`src/rtl/ctc_pkg.sv`:
```
package ctc_pkg;

  // Fixed sizes of the token scanner.
  localparam int MAX_TOKEN_LEN   = 64;
  localparam int KEYWORD_SLOTS   = 32;
  localparam int MAX_KEYWORD_LEN = 8;
  localparam int PREFIX_W        = 8 * MAX_KEYWORD_LEN;

  // Result queue between the scanner and the output stage.
  localparam int QUEUE_DEPTH = 4;
  localparam int QPTR_W      = 2;
  localparam int QCNT_W      = 3;

  // Token kinds as they appear on the result word.
  localparam logic [2:0] KIND_KEYWORD = 3'd0;
  localparam logic [2:0] KIND_IDENT   = 3'd1;
  localparam logic [2:0] KIND_NUMBER  = 3'd2;
  localparam logic [2:0] KIND_OPER    = 3'd3;
  localparam logic [2:0] KIND_SYMBOL  = 3'd4;

  typedef enum logic [1:0] {
    MODE_IDLE = 2'd0,
    MODE_WORD = 2'd1,
    MODE_NUM  = 2'd2
  } scan_mode_t;

  typedef struct packed {
    logic [7:0] text_byte;
    logic       end_of_text;
  } in_word_t;

  typedef struct packed {
    logic [2:0]  token_kind;
    logic [4:0]  keyword_number;
    logic [6:0]  token_length;
    logic [7:0]  token_byte;
    logic [31:0] start_offset;
    logic        last_of_run;
  } out_word_t;

  // One scanned token before keyword lookup. The prefix holds the first
  // bytes of a word, byte 0 in the top bits, zero past the word's end.
  typedef struct packed {
    logic [2:0]          kind;
    logic [6:0]          length;
    logic [7:0]          first;
    logic [31:0]         start;
    logic                last;
    logic [PREFIX_W-1:0] prefix;
  } lex_entry_t;

  // Up to two tokens produced by one accepted byte, in stream order.
  typedef struct packed {
    logic [1:0] count;
    lex_entry_t first;
    lex_entry_t second;
  } push_req_t;

  // Keyword spellings, left aligned and zero padded to the prefix width.
  localparam logic [PREFIX_W-1:0] KEYWORD_TEXT [KEYWORD_SLOTS] = '{
    {"auto", 32'd0},   {"break", 24'd0},  {"case", 32'd0},   {"char", 32'd0},
    {"const", 24'd0},  {"continue"},      {"default", 8'd0}, {"do", 48'd0},
    {"double", 16'd0}, {"else", 32'd0},   {"enum", 32'd0},   {"extern", 16'd0},
    {"float", 24'd0},  {"for", 40'd0},    {"goto", 32'd0},   {"if", 48'd0},
    {"int", 40'd0},    {"long", 32'd0},   {"register"},      {"return", 16'd0},
    {"short", 24'd0},  {"signed", 16'd0}, {"sizeof", 16'd0}, {"static", 16'd0},
    {"struct", 16'd0}, {"switch", 16'd0}, {"typedef", 8'd0}, {"union", 24'd0},
    {"unsigned"},      {"void", 32'd0},   {"volatile"},      {"while", 24'd0}
  };

endpackage

```
`src/rtl/c_token_classifier_top.sv`:
```
// Channel  Direction  Word type    Handshake
// item     in         in_word_t    item_valid / item_stall, taken when valid and not stall
// result   out        out_word_t   result_valid / result_stall, taken when valid and not stall
//
// One text byte is taken per cycle whenever the token queue has room for two
// tokens; a byte produces zero, one or two tokens. Tokens leave at one per cycle,
// while the result port is not stalled, through the registered output stage, so
// the result port sets the rate when bytes produce more than one token each. A
// token a byte completes is written into the queue when the byte is taken and
// then popped into the registered result word; a second token from the same
// byte follows it in order. Reset is synchronous; there is no clearing pass.
// The scanner stalls only when the queue has fewer than two free slots, and the
// queue absorbs short stalls of the result port.
module c_token_classifier_top import ctc_pkg::*; (
  input  logic      clk,
  input  logic      rst,
  input  logic      item_valid,
  output logic      item_stall,
  input  in_word_t  item,
  output logic      result_valid,
  input  logic      result_stall,
  output out_word_t result
);

  // The scanner front end tracks the pending word or number, splits the byte
  // stream into tokens and pushes them, in stream order, into a short queue.
  push_req_t  push;
  logic       room;
  logic       pop;
  logic       head_valid;
  lex_entry_t head;

  ctc_front u_front (
    .clk        (clk),
    .rst        (rst),
    .item_valid (item_valid),
    .item       (item),
    .room       (room),
    .item_stall (item_stall),
    .push       (push)
  );

  // The queue decouples the scanner from the output side, so a stalled
  // result port does not stop bytes from being scanned until it fills.
  ctc_queue u_queue (
    .clk        (clk),
    .rst        (rst),
    .push       (push),
    .pop        (pop),
    .room       (room),
    .head_valid (head_valid),
    .head       (head)
  );

  // The back end matches words against the keyword table and registers the
  // finished result word.
  ctc_back u_back (
    .clk          (clk),
    .rst          (rst),
    .head_valid   (head_valid),
    .head         (head),
    .pop          (pop),
    .result_stall (result_stall),
    .result_valid (result_valid),
    .result       (result)
  );

endmodule

```
`src/rtl/ctc_front.sv`:
```
module ctc_front import ctc_pkg::*; (
  input  logic      clk,
  input  logic      rst,
  input  logic      item_valid,
  input  in_word_t  item,
  input  logic      room,
  output logic      item_stall,
  output push_req_t push
);

  scan_mode_t  mode, mode_next;
  logic [7:0]  word_prefix [MAX_KEYWORD_LEN];
  logic [7:0]  word_prefix_next [MAX_KEYWORD_LEN];
  logic [6:0]  pending_length, pending_length_next;
  logic [31:0] pending_start, pending_start_next;
  logic [7:0]  pending_first, pending_first_next;
  logic [31:0] byte_position;

  logic [7:0]          c;
  logic                accept;
  logic                is_letter, is_digit, is_oper, is_sym, high_byte;
  logic                extend_en, breaks, starts;
  scan_mode_t          mode_after;
  logic                emit_a, emit_b, emit_c;
  lex_entry_t          tok_a, tok_b, tok_c;
  logic [PREFIX_W-1:0] prefix_now, prefix_after;

  assign c          = item.text_byte;
  assign item_stall = !room;
  assign accept     = item_valid && room;

  assign high_byte = c[7];
  assign is_letter = (c >= "a" && c <= "z") || (c >= "A" && c <= "Z");
  assign is_digit  = c >= "0" && c <= "9";
  assign is_oper   = c inside {"+", "-", "*", "/", "=", "<", ">", "%"};
  assign is_sym    = c inside {";", "{", "}", "(", ")", "[", "]", ","};

  assign extend_en = !high_byte && ((mode == MODE_WORD && (is_letter || is_digit)) ||
                                    (mode == MODE_NUM && is_digit));
  assign breaks    = !high_byte && !extend_en;
  assign starts    = breaks && (is_letter || is_digit);

  // Scan mode once the byte itself is taken in, before the end flag.
  always_comb begin
    mode_after = mode;
    if (breaks) begin
      if (is_letter) begin
        mode_after = MODE_WORD;
      end else if (is_digit) begin
        mode_after = MODE_NUM;
      end else begin
        mode_after = MODE_IDLE;
      end
    end
  end

  // Next state: the end flag flushes whatever is pending.
  always_comb begin
    mode_next = mode_after;
    if (item.end_of_text) begin
      mode_next = MODE_IDLE;
    end
  end

  // Pending token bookkeeping.
  always_comb begin
    for (int j = 0; j < MAX_KEYWORD_LEN; j++) begin
      word_prefix_next[j] = word_prefix[j];
    end
    pending_length_next = pending_length;
    pending_start_next  = pending_start;
    pending_first_next  = pending_first;
    if (extend_en) begin
      if (pending_length < 7'(MAX_KEYWORD_LEN)) begin
        word_prefix_next[pending_length[2:0]] = c;
      end
      if (pending_length < 7'(MAX_TOKEN_LEN)) begin
        pending_length_next = pending_length + 7'd1;
      end
    end else if (starts) begin
      for (int j = 0; j < MAX_KEYWORD_LEN; j++) begin
        word_prefix_next[j] = 8'd0;
      end
      word_prefix_next[0] = c;
      pending_length_next = 7'd1;
      pending_start_next  = byte_position;
      pending_first_next  = c;
    end
  end

  always_comb begin
    for (int j = 0; j < MAX_KEYWORD_LEN; j++) begin
      prefix_now[(MAX_KEYWORD_LEN-1-j)*8 +: 8]   = word_prefix[j];
      prefix_after[(MAX_KEYWORD_LEN-1-j)*8 +: 8] = word_prefix_next[j];
    end
  end

  // Outputs: the ended token, then an operator or symbol, then the end flush.
  always_comb begin
    emit_a = breaks && mode != MODE_IDLE;
    emit_b = breaks && (is_oper || is_sym);
    emit_c = item.end_of_text && mode_after != MODE_IDLE;

    tok_a.kind   = (mode == MODE_WORD) ? KIND_IDENT : KIND_NUMBER;
    tok_a.length = pending_length;
    tok_a.first  = pending_first;
    tok_a.start  = pending_start;
    tok_a.last   = 1'b0;
    tok_a.prefix = prefix_now;

    tok_b.kind   = is_oper ? KIND_OPER : KIND_SYMBOL;
    tok_b.length = 7'd1;
    tok_b.first  = c;
    tok_b.start  = byte_position;
    tok_b.last   = 1'b0;
    tok_b.prefix = '0;

    tok_c.kind   = (mode_after == MODE_WORD) ? KIND_IDENT : KIND_NUMBER;
    tok_c.length = pending_length_next;
    tok_c.first  = pending_first_next;
    tok_c.start  = pending_start_next;
    tok_c.last   = 1'b0;
    tok_c.prefix = prefix_after;

    push.count  = accept ? (2'(emit_a) + 2'(emit_b) + 2'(emit_c)) : 2'd0;
    push.first  = emit_a ? tok_a : (emit_b ? tok_b : tok_c);
    push.second = emit_b ? tok_b : tok_c;
    push.first.last  = (push.count == 2'd1);
    push.second.last = 1'b1;
  end

  always_ff @(posedge clk) begin
    if (rst) begin
      mode          <= MODE_IDLE;
      byte_position <= '0;
    end else if (accept) begin
      mode          <= mode_next;
      byte_position <= byte_position + 32'd1;
    end
  end

  always_ff @(posedge clk) begin
    if (rst) begin
      for (int j = 0; j < MAX_KEYWORD_LEN; j++) begin
        word_prefix[j] <= 8'd0;
      end
      pending_length <= '0;
      pending_start  <= '0;
      pending_first  <= '0;
    end else if (accept) begin
      for (int j = 0; j < MAX_KEYWORD_LEN; j++) begin
        word_prefix[j] <= word_prefix_next[j];
      end
      pending_length <= pending_length_next;
      pending_start  <= pending_start_next;
      pending_first  <= pending_first_next;
    end
  end

  a_end_flushes: assert property (@(posedge clk) disable iff (rst)
    (accept && item.end_of_text) |=> (mode == MODE_IDLE))
    else $error("scanner kept a pending token after the end flag");

endmodule

```
`src/rtl/ctc_queue.sv`:
```
module ctc_queue import ctc_pkg::*; (
  input  logic       clk,
  input  logic       rst,
  input  push_req_t  push,
  input  logic       pop,
  output logic       room,
  output logic       head_valid,
  output lex_entry_t head
);

  lex_entry_t        mem [QUEUE_DEPTH];
  logic [QPTR_W-1:0] wr_ptr, rd_ptr;
  logic [QCNT_W-1:0] count;

  // Room is kept for the worst case of two tokens from one byte.
  assign room       = count <= QCNT_W'(QUEUE_DEPTH - 2);
  assign head_valid = count != '0;
  assign head       = mem[rd_ptr];

  always_ff @(posedge clk) begin
    if (push.count != 2'd0) begin
      mem[wr_ptr] <= push.first;
    end
    if (push.count == 2'd2) begin
      mem[wr_ptr + QPTR_W'(1)] <= push.second;
    end
  end

  always_ff @(posedge clk) begin
    if (rst) begin
      wr_ptr <= '0;
      rd_ptr <= '0;
      count  <= '0;
    end else begin
      wr_ptr <= wr_ptr + QPTR_W'(push.count);
      rd_ptr <= rd_ptr + QPTR_W'(pop);
      count  <= count + QCNT_W'(push.count) - QCNT_W'(pop);
    end
  end

  a_no_overflow: assert property (@(posedge clk) disable iff (rst)
    (push.count != 2'd0) |-> (count <= QCNT_W'(QUEUE_DEPTH - 2)))
    else $error("token pushed into a queue without room for two");

  a_pop_nonempty: assert property (@(posedge clk) disable iff (rst)
    pop |-> (count != '0))
    else $error("token popped from an empty queue");

endmodule

```
`src/rtl/ctc_back.sv`:
```
module ctc_back import ctc_pkg::*; (
  input  logic       clk,
  input  logic       rst,
  input  logic       head_valid,
  input  lex_entry_t head,
  output logic       pop,
  input  logic       result_stall,
  output logic       result_valid,
  output out_word_t  result
);

  logic [KEYWORD_SLOTS-1:0] hit;
  logic                     is_keyword;
  logic [4:0]               kw_index;
  out_word_t                shaped;

  // All keyword slots are compared at once against the word prefix.
  always_comb begin
    for (int i = 0; i < KEYWORD_SLOTS; i++) begin
      hit[i] = head.prefix == KEYWORD_TEXT[i];
    end
  end

  always_comb begin
    kw_index = '0;
    for (int i = KEYWORD_SLOTS - 1; i >= 0; i--) begin
      if (hit[i]) begin
        kw_index = 5'(i);
      end
    end
  end

  assign is_keyword = head.kind == KIND_IDENT && head.length <= 7'(MAX_KEYWORD_LEN) &&
                      hit != '0;

  always_comb begin
    shaped.token_kind     = is_keyword ? KIND_KEYWORD : head.kind;
    shaped.keyword_number = is_keyword ? kw_index : 5'd0;
    shaped.token_length   = head.length;
    shaped.token_byte     = head.first;
    shaped.start_offset   = head.start;
    shaped.last_of_run    = head.last;
  end

  assign pop = head_valid && (!result_valid || !result_stall);

  always_ff @(posedge clk) begin
    if (rst) begin
      result_valid <= 1'b0;
    end else if (pop) begin
      result_valid <= 1'b1;
    end else if (!result_stall) begin
      result_valid <= 1'b0;
    end
  end

  always_ff @(posedge clk) begin
    if (pop) begin
      result <= shaped;
    end
  end

  a_keyword_length: assert property (@(posedge clk) disable iff (rst)
    (result_valid && result.token_kind == KIND_KEYWORD) |->
      (result.token_length >= 7'd2 && result.token_length <= 7'(MAX_KEYWORD_LEN)))
    else $error("keyword reported with an impossible length");

  a_index_only_for_keyword: assert property (@(posedge clk) disable iff (rst)
    (result_valid && result.token_kind != KIND_KEYWORD) |-> (result.keyword_number == 5'd0))
    else $error("keyword index set on a token that is not a keyword");

endmodule
```
`config.mk`:
```
export PLATFORM = sky130hd
export DESIGN_NAME = c_token_classifier_top
export DESIGN_NICKNAME = d
export VERILOG_FILES = /design/src/rtl/ctc_pkg.sv /design/src/rtl/c_token_classifier_top.sv /design/src/rtl/ctc_front.sv /design/src/rtl/ctc_queue.sv /design/src/rtl/ctc_back.sv
export SDC_FILE = /design/constraint.sdc
export NUM_CORES = 1
export LEC_CHECK = 0
export BUFFER_PORTS_ARGS = -buffer_cell sky130_fd_sc_hd__buf_2
export CELL_PAD_IN_SITES_DETAIL_PLACEMENT = 0
export CELL_PAD_IN_SITES_GLOBAL_PLACEMENT = 1
export CORE_ASPECT_RATIO = 1.4
export CORE_MARGIN = 4
export CORE_UTILIZATION = 35
export DETAILED_ROUTE_END_ITERATION = 16
export GPL_ROUTABILITY_DRIVEN = 0
export GPL_TIMING_DRIVEN = 0
export PLACE_DENSITY = 0.61
export SYNTH_ARGS = -nofsm -noshare
export SYNTH_HDL_FRONTEND = slang
export SYNTH_SLANG_ARGS = --single-unit
export TNS_END_PERCENT = 20
```
`constraint.sdc`:
```
create_clock -name clk -period 9.25 [get_ports clk]
set_clock_uncertainty 0.1 [all_clocks]
set_input_delay 0.4625 -clock clk [delete_from_list [all_inputs] [get_ports clk]]
set_output_delay 0.4625 -clock clk [all_outputs]
set_load 0.1 [all_outputs]
```
# After elaboration in Yosys (flattened, before gate mapping)
# Memories as Yosys holds them, arrays and structs flattened. A register that Yosys moved wholly into a read port is not among the register bits.
# Cells that the tools add are included.
# Widths: inputs -> output; s select.
# word_totals
ff_bits	145
latch_bits	0
ram_bits	524
mem_bits_ro	0
in_bits	13
out_inout_bits	58
elab_cells	219
n_memories	2
# memory_table
name	words	width	rd	rd_ports_with_merged_regs	wr	line_no	source
u_queue.mem	4	115	1	1	2	ctc_queue.sv:11	lex_entry_t mem [QUEUE_DEPTH];
u_front.word_prefix	8	8	8	0	8	ctc_front.sv:12	logic [7:0] word_prefix [MAX_KEYWORD_LEN];
# op_classes
n_addsub	9
multipliers	0
div_mod_pow	0
order_cmp	12
eq_ne	55
n_shift	0
muxes	74
bitwise	10
n_reduce_logical	38
# op_table
op	n
$eq 64x63->1 const B	32
$mux 115	2
$mux 64	3
$eq 8x6->1 const B	12
$mux 8	11
$mux 5	16
$bwmux 64	1
$mux 32	2
$add 32x1->32 const B	1
$eq 8x7->1 const B	4
$mux 4	8
$reduce_bool 32->1	1
$demux 8 s3	1
$mux 7	3
$mux 2	10
$reduce_or 17->1	1
$ge 8x7->1 const B	2
$le 8x7->1 const B	2
$logic_and 1x1->1	16
$reduce_bool 8->1	2
$mux 3	5
$mux 1	12
$reduce_or 9->1	1
$ge 8x6->1 const B	1
28 further kinds	49

# Depth between registers and ports, before layout
# Gate-level depths: netlist (run 1).
# depth
word_depth	32
mapped_depth	20
mapped_depth_nobuf	14

# By module
# From an unflattened synthesis (run 1), not the netlist that was laid out.
# unflattened
hier_cells	2664
hier_area_um2	35698.0
# by_module_without_submodules
module	n_inst	cells_per_inst	area_each_um2	seq_area_each_um2
ctc_queue	1	1155	22476.6	13953.4
ctc_front	1	1010	8719.6	3543.4
ctc_back	1	499	4501.8	1701.6

# Least setup slack after synthesis (run 1)
# OpenSTA, ideal clock, no wires.
# synth_timing
kind	input to register
from	input port item[6] (netlist name)
to	memory u_queue.mem[0][104] (netlist name) (data pin)
setup_time_ns	0.274
arrival_time_ns	6.753
required_time_ns	8.876
path_slack_ns	2.123
path_stages	16
path_buffers	6
path_cell_list	clkbuf_1 > nor3b_1 > nand3_1 > nor3b_1 > a211oi_2 > o21a_1 > buf_2 > inv_1 > buf_2 > clkbuf_1 > clkbuf_1 > fa_1 > clkbuf_1 > nand4_1 > nand2_1 > and3_1
# synth_lines
item	line_no	source
from (decl)	c_token_classifier_top.sv:19	input in_word_t item,
to (decl)	ctc_queue.sv:11	

==> results of run 1 <==
## flip-flops by register name, summed over array words and instances, names as in the netlist
| register | cells |
|---|---|
| u_queue.count | 3 |
| u_front.byte_position | 32 |
| u_queue.wr_ptr | 2 |
| u_front.pending_length | 7 |
| u_front.pending_first | 8 |
| u_queue.mem | 460 |
| u_front.pending_start | 32 |
| u_back.result_valid | 1 |
| u_back.result | 56 |
| u_queue.rd_ptr | 2 |
| u_front.mode | 2 |
| u_front.word_prefix | 64 |
## cells in the final DEF, fill, tap and decap left out, drive strengths merged, types with 16 or more instances in the layout
master,Yosys,layout
buf,53,132
dfxtp,93,93
xor2,18,18
o21ai,103,103
a21oi,147,147
and3,21,21
nor4,26,26
nand2,205,205
clkbuf,176,270
o21a,19,19
edfxtp,576,576
nor2b,42,42
nor2,211,211
inv,20,24
nor3,47,47
mux4,106,106
mux2i,36,36
a22o,349,349
o22ai,23,23
nand3,91,91
or3,16,16
nand4,30,30
clkinv,0,26
## worst max-delay path: stages
cell and delay, ps:
clkbuf_1 720, nor3b_1 450, nand3_1 270, nor3b_1 510
a211oi_2 210, o21a_1 160, buf_2 190, inv_1 100
buf_2 230, clkbuf_1 710, clkbuf_1 740, fa_1 590
a21oi_1 410, nand3_1 540, o21ai_1 580, clkbuf_1 890
clkbuf_1 670, a22o_1 280
## area by class of cell
class | count | area, µm²
buffer | 229 | 938
clock buffer | 94 | 1960
clock inverter | 37 | 370
fill | 8766 | 55400
inverter | 20 | 75.1
multi-input combinational | 1708 | 12600
sequential | 669 | 19200
tap | 1206 | 1510
timing repair buffer | 79 | 643
## worst max-delay path by stage
stage,from,to,slack [ps],cells past startpoint
2_1_floorplan,item[6],u_queue.mem[0][104],2120,16
3_3_place_gp,item[6],u_queue.mem[0][39],-3680,17
3_5_place_dp,item[6],u_queue.mem[3][99],280,19
4_1_cts,item[6],u_queue.mem[3][99],960,19
5_1_grt,item[6],u_queue.mem[3][99],620,19
6_report,item[6],u_queue.mem[3][62],870,18
## power by group through the flow
stage / Clock (mW) / Sequential, mW / Combinational, mW
2_1_floorplan: 0 / 4.61 / 1.06
3_3_place_gp: 0 / 3.79 / 2.67
3_5_place_dp: 0 / 3.75 / 2.74
4_1_cts: 2.96 / 3.69 / 2.75
5_1_grt: 3.09 / 3.72 / 2.84
6_report: 2.92 / 3.69 / 2.73
## metal layers
| metal | track usage [%] | routed length (µm) | share of wire, % |
|---|---|---|---|
| met1 | 26.3 | 42200 | 36 |
| met2 | 43.9 | 62600 | 53 |
| met3 | 3.31 | 7180 | 6.1 |
| met4 | 12.1 | 6540 | 5.5 |
| met5 | 0 | 0 | 0 |
## logic make-up after synthesis
| kind of cell | Yosys count | synth area share (%) |
|---|---|---|
| flip-flops | 669 | 58.5 |
| XOR/XNOR | 32 | 0.856 |
| buffers and inverters | 249 | 3.10 |
| AND/OR/NAND/NOR | 796 | 12.2 |
| adder cells (fa/ha/maj) | 9 | 0.390 |
| multiplexers | 145 | 8.64 |
| AO/OA/AOI/OAI | 726 | 16.3 |
## metrics by stage
step                      total power, mW  cells  worst slack (ps)  setup TNS, ps
after global placement               6.46   3899             -3680       -1378820
after floorplan                      5.67   2626              2120              0
final                                9.34   4042               873              0
after detailed placement             6.49   3911               281              0
after CTS                            9.40   4042               958              0
after global routing                 9.65   4042               623              0
==> reports/metrics.csv, run 1 <==
stage,metric,value,unit
clocking,cts_resized,0,
clocking,clk_pin_slew,60,ps
min_path,holdCritPathClass,input pin to register,
pwr,p_leak,12.3,nW
timing,rsz0062_at_grt,false,
timing,tightest_slew,1450,ps
clocking,cts_tree,done,
cells_and_area,fin_util,40.2,%
clocking,htreeDepth,3,
synth,yosys_warnings,0,
pwr,switching_power,3.45,mW
clocking,cts_hold_buf,0,
clocking,numCtsBuffers,72,
job,maxCapViolations,0,
floorplanning,core_area,92700,µm²
route,drt-total-wl,118000,µm
route,ant_nets,0,
pwr,sw_frac_of_total,36.9,%
synth,synth_common_cells,"576 x edfxtp_1, 349 x a22o_1, 209 x nor2_1",
pwr,power.density,251,nW/µm²
worst_setup_path,r2r_slack,1520,ps
worst_setup_path,r2r_end,u_queue.mem[3][62],
floorplanning,io_pins,71,
timing,drv_slew,0,
grt,overflow,0,
clocking,cts_root_buf,clkbuf_16,
timing,fmax,0.119,GHz
synth,synth-seq-cells,669,
placement,placed_area,34900,µm²
clocking,clkLatencyLatePin,650,ps
clocking,postCtsSetupRepairBufs,0,
pwr,ir_drop,333,µV
worst_setup_path,worst-r2r-cell-count,16,
route,wire_per_inst,29.3,µm
synth,synth_nets,2648,
clocking,clock-sinks,669,
timing,relSlewSlack,2.90,%
floorplanning,die_h,370,µm
floorplanning,core.rowCount,132,
min_path,whs_path_depth,3,
grt,grt_max_degree,51,
placement,post-dp-hpwl,82800,µm
synth,synth_edf_count,576,
grt,antenna_found_initial,1,
synth,syn_area,32700,µm²
route,drc,0,
worst_setup_path,reg2reg_from,u_front.mode[1],
synth,synth.distinct_cells,82,
timing,fin_crit_sh,90.6,%
pwr,intPower,5.89,mW
run_status,status,finished clean,
synth,synth-main-ff-cell,edfxtp_1,
synth,synth_top_area_share,52.9,%
grt,grt_pass1_wl,171000,µm
timing,fin_crit,8380,ps
synth,ys_top_cells_by_area,"edfxtp_1 53%, a22o_1 9.3%, mux4_2 6.5%",
pwr,seqPwrFrac,39.5,%
worst_setup_path,required,9630,ps
grt,grt_pass1_vias,24800,
cells_and_area,antenna_cells,0,
route,vias_per_cell,6.05,
synth,yosysSeqAreaShare,58.5,%
clocking,clock_tree.buffer_depth,3,
min_path,holdCritStartpoint,result_stall,
synth,synth_area_leader_cell,edfxtp_1,
floorplanning,die_area,98500,µm²
route,num_vias,24500,
timing,hold_viol,0,
grt,gr-usage-all-layers,23.7,%
pwr,comb_power_share,29.2,%
synth,syn_avg_cell_area,12.5,µm²
cells_and_area,syn_to_final_growth,13.9,%
floorplanning,initial_core_util,35.3,%
cells_and_area,layout.nets,2801,
cells_and_area,stdcell_area,37300,µm²
floorplanning,die_x,266,µm
worst_setup_path,cp_max_fo,10,
worst_setup_path,cp.arrival,8760,ps
route,drt_first_pass_iters,6,
timing,finalSetupViolCount,0,
cells_and_area,drive_above_1_share,11.8,%
min_path,worstHoldEndpoint,u_back.result_valid,
synth,synth_most_common_cell,edfxtp_1,
worst_setup_path,critPathKind,input pin to register,
worst_setup_path,crit_path_start_kind,input pin,
route,drtIter0Drc,2269,
synth,syn_inst,2626,
synth,async_flop_share,0,%
pwr,clkPwrFrac,31.3,%
worst_setup_path,worstSetupEndpointType,register,
timing,whs,27.3,ps
placement,portBuffers,67,
Note: power is estimated with default switching activity, not from simulation.
==> run 2, diff against run 1 <==
--- a/config.mk
+++ b/config.mk
@@ -17,5 +17,6 @@
 export PLACE_DENSITY = 0.61
 export SYNTH_ARGS = -nofsm -noshare
 export SYNTH_HDL_FRONTEND = slang
+export SYNTH_HIERARCHICAL = 1
 export SYNTH_SLANG_ARGS = --single-unit
 export TNS_END_PERCENT = 20
==> reports/metrics.csv, run 2 <==
stage,metric,value,unit,change
run_status,status,"complete, but fails checks",,
run_status,violations,design-rule violations,,
worst_setup_path,worst-r2r-cell-count,11,,-5
worst_setup_path,cp_max_fo,21,,+11
synth,synth-seq-cells,669,,unchanged
timing,drv_slew,0,,unchanged
worst_setup_path,required,9470,ps,-160 ps
synth,synth-main-ff-cell,edfxtp_1,,
synth,synth_most_common_cell,edfxtp_1,,
timing,fin_crit_sh,67.1,%,-23 points
clocking,clock_tree.buffer_depth,3,,unchanged
grt,gr-usage-all-layers,21.5,%,-2.2 points
placement,placed_area,38400,µm²,+9.8%
placement,post-dp-hpwl,82400,µm,-0.50%
timing,fin_crit,6210,ps,-2170 ps
synth,syn_inst,2664,,+1.4%
worst_setup_path,critPathKind,input pin to register,,
clocking,htreeDepth,3,,unchanged
synth,synth_edf_count,580,,+0.69%
synth,synth_common_cells,"580 x edfxtp_1, 449 x mux2_2, 214 x nor2_1",,
min_path,whs_path_depth,5,,+2
clocking,clk_pin_slew,60,ps,about the same
pwr,p_leak,14.3,nW,+16%
synth,yosys_warnings,6,,+6
cells_and_area,mostFrequentLayoutCells,"580 x edfxtp_1, 449 x mux2_2, 212 x nor2_1",,
cells_and_area,syn_to_final_growth,14.2,%,
synth,syn_area,35700,µm²,+9.1%
grt,grt_pass1_wl,172000,µm,+0.48%
cells_and_area,final_common_cell,edfxtp_1,,
route,wire_per_inst,27.9,µm,-4.6%
route,num_vias,24700,,+0.92%
timing,tightest_slew,1360,ps,-89.4 ps
floorplanning,die_x,278,µm,+4.3%
min_path,worstHoldEndpoint,u_front/byte_position[9],,
grt,grt_pass1_vias,25800,,+3.9%
floorplanning,die_h,386,µm,+4.3%
clocking,cts_resized,0,,unchanged
synth,synth_top_area_share,48.8,%,-4.1 points
min_path,holdCritStartpoint,item_valid,,
route,drc,2,,+2
synth,ys_top_cells_by_area,"edfxtp_1 49%, mux2_2 14%, mux4_2 7.3%",,
clocking,postCtsSetupRepairBufs,0,,unchanged
route,drt_first_pass_iters,14,,+8
clocking,numCtsBuffers,71,,-1.4%
timing,finalSetupViolCount,0,,unchanged
cells_and_area,largest_reg_flops,460,,unchanged
worst_setup_path,slowest_delay,860,ps,-30 ps
worst_setup_path,r2r_slack,4080,ps,+2560 ps
clocking,cts_root_buf,clkbuf_16,,
worst_setup_path,cp.arrival,6430,ps,-2330 ps
worst_setup_path,startpoint,item[7],,
clocking,cts_tree,done,,
synth,async_flop_share,0,%,unchanged
synth,synth.distinct_cells,88,,+7.3%
clocking,clock-sinks,669,,unchanged
clocking,clkLatencyLatePin,650,ps,about the same
route,drtIter0Drc,2186,,-3.7%
synth,synth_area_leader_cell,edfxtp_1,,
worst_setup_path,worstPathCellList,"buf_2, clkbuf_1, nand3_1, a31oi_1, nor2_1, inv_2, clkbuf_1, fa_1, and3_1, nor4bb_1, buf_2, buf_4, buf_6, o21bai_4, buf_12, buf_12, buf_12",,
timing,hold_viol,0,,unchanged
min_path,holdCritPathClass,input pin to register,,
synth,synth_nets,2686,,+1.4%
pwr,ir_drop,248,µV,-26%
timing,relSlewSlack,9.07,%,+6.2 points
route,vias_per_cell,5.83,,-3.6%
worst_setup_path,cp_common_cell,buf_12,,
floorplanning,die_area,107000,µm²,+8.8%
worst_setup_path,r2r_end,u_back/result[50],,
cells_and_area,layout.nets,2857,,+2.0%
worst_setup_path,slowest_stage,clkbuf_1,,
grt,antenna_found_initial,10,,+9
cells_and_area,top_regs,"u_queue/mem x460, u_front/word_prefix x64, u_back/result x56",,
worst_setup_path,reg2reg_from,u_queue/rd_ptr[0],,
timing,rsz0062_at_grt,false,,
cells_and_area,drive_above_1_share,31.8,%,+20 points
floorplanning,core.rowCount,138,,+4.5%
cells_and_area,stdcell_area,40800,µm²,+9.4%
timing,final.setup.tns,0,ps,unchanged
synth,yosysSeqAreaShare,53.8,%,-4.8 points
placement,portBuffers,66,,-1.5%
pwr,power.density,242,nW/µm²,-3.3%
grt,grt_max_degree,34,,-33%
cells_and_area,regMostFlops,u_queue/mem,,
worst_setup_path,worstSetupEndpointType,register,,
job,maxCapViolations,0,,unchanged
floorplanning,io_pins,71,,unchanged
floorplanning,initial_core_util,35.3,%,-0.040 points
route,drt-total-wl,118000,µm,-0.18%
worst_setup_path,crit_path_start_kind,input pin,,
timing,fmax,0.161,GHz,+35%
floorplanning,core_area,101000,µm²,+9.2%
route,ant_nets,0,,unchanged
synth,syn_avg_cell_area,13.4,µm²,+7.5%
cells_and_area,fin_util,40.3,%,+0.080 points
grt,overflow,0,,unchanged
-- run 2: changes by cell type after synthesis, sizes merged, moves of 17 or more --
cell    previous run  this run
mux2               3       499
clkbuf           176        96
o22ai             23         1
nor4              26        59
a22oi              8        58
nand3             91        66
nand4             30        67
a22o             349        94
nor2b             42        17
o21a              19         2
buf               53       106
o21ai            103        53
mux2i             36         8
a21oi            147        27
-- run 2: critical path, delay by kind of cell --
family	cells	cell delay (ps)
fa+ha+maj	1	540
buf+inv	10	3560
compound gates	2	800
simple gates	4	960
-- run 2: metal layers --
metal / vias to the layer above / share of wire, % / GRT usage [%]
li1: 10800 / - / -
met1: 12500 / 37 / 23.9
met2: 989 / 52 / 39.2
met3: 349 / 5.4 / 3.69
met4: 4 / 5.7 / 11.7
met5: - / 0.027 / 0
-- run 2: kinds of logic (layout without fill, tap and decap cells) --
logic type | count (synthesis) | after routing | synth area share [%]
AOI/OAI and AO/OA | 286 | 286 | 6.23
xor gates and xnor gates | 34 | 34 | 0.915
adders and majority gates | 9 | 9 | 0.357
buffers and inverters | 228 | 458 | 3.13
DFF | 669 | 669 | 53.8
muxes | 622 | 622 | 23.2
other | 1 | 8 | 0.0105
and+or+nand+nor | 815 | 815 | 12.4
-- run 2: final cells by class --
type,instances,area [µm²]
plain buffers,202,1020
clock buffers,108,2110
clock inverters,24,239
flip-flops and latches,669,19200
inverters,26,97.6
multi-input cells,1767,15400
diodes,7,17.5
well taps,1330,1660
repair buffers,98,986
fillers,9586,60400
-- run 2: metrics by stage --
stage	hold WS [ps]	std cells	power [mW]	setup WS, ps
5_1_grt	272	4224	10.3	2800
3_3_place_gp	352	4060	6.99	-7100
2_1_floorplan	336	2664	6.13	370
3_5_place_dp	379	4088	7.00	2520
6_report	285	4231	9.89	3040
4_1_cts	233	4224	9.98	3150
-- run 2: power breakdown --
part           total (mW)  internal (mW)  switching (mW)
registers            3.71           3.63          0.0869
logic                3.25          0.893            2.35
clock network        2.93           1.70            1.23
-- run 2: worst max-delay path by stage --
stage                              end  slack [ps]  cells after the start
global placement    u_queue/mem[2][92]       -7100                     11
detailed placement  u_queue/mem[2][92]        2520                     17
CTS                 u_queue/mem[2][11]        3150                     17
floorplan            u_queue/mem[2][0]         370                     10
global route        u_queue/mem[2][11]        2800                     17
finish              u_queue/mem[2][11]        3040                     17
-- run 2: what timing repair did --
item,4_1_cts,5_1_grt
endpoints found under the hold margin,7,0
endpoints found under the setup margin,0,0
hold buffers,4,0
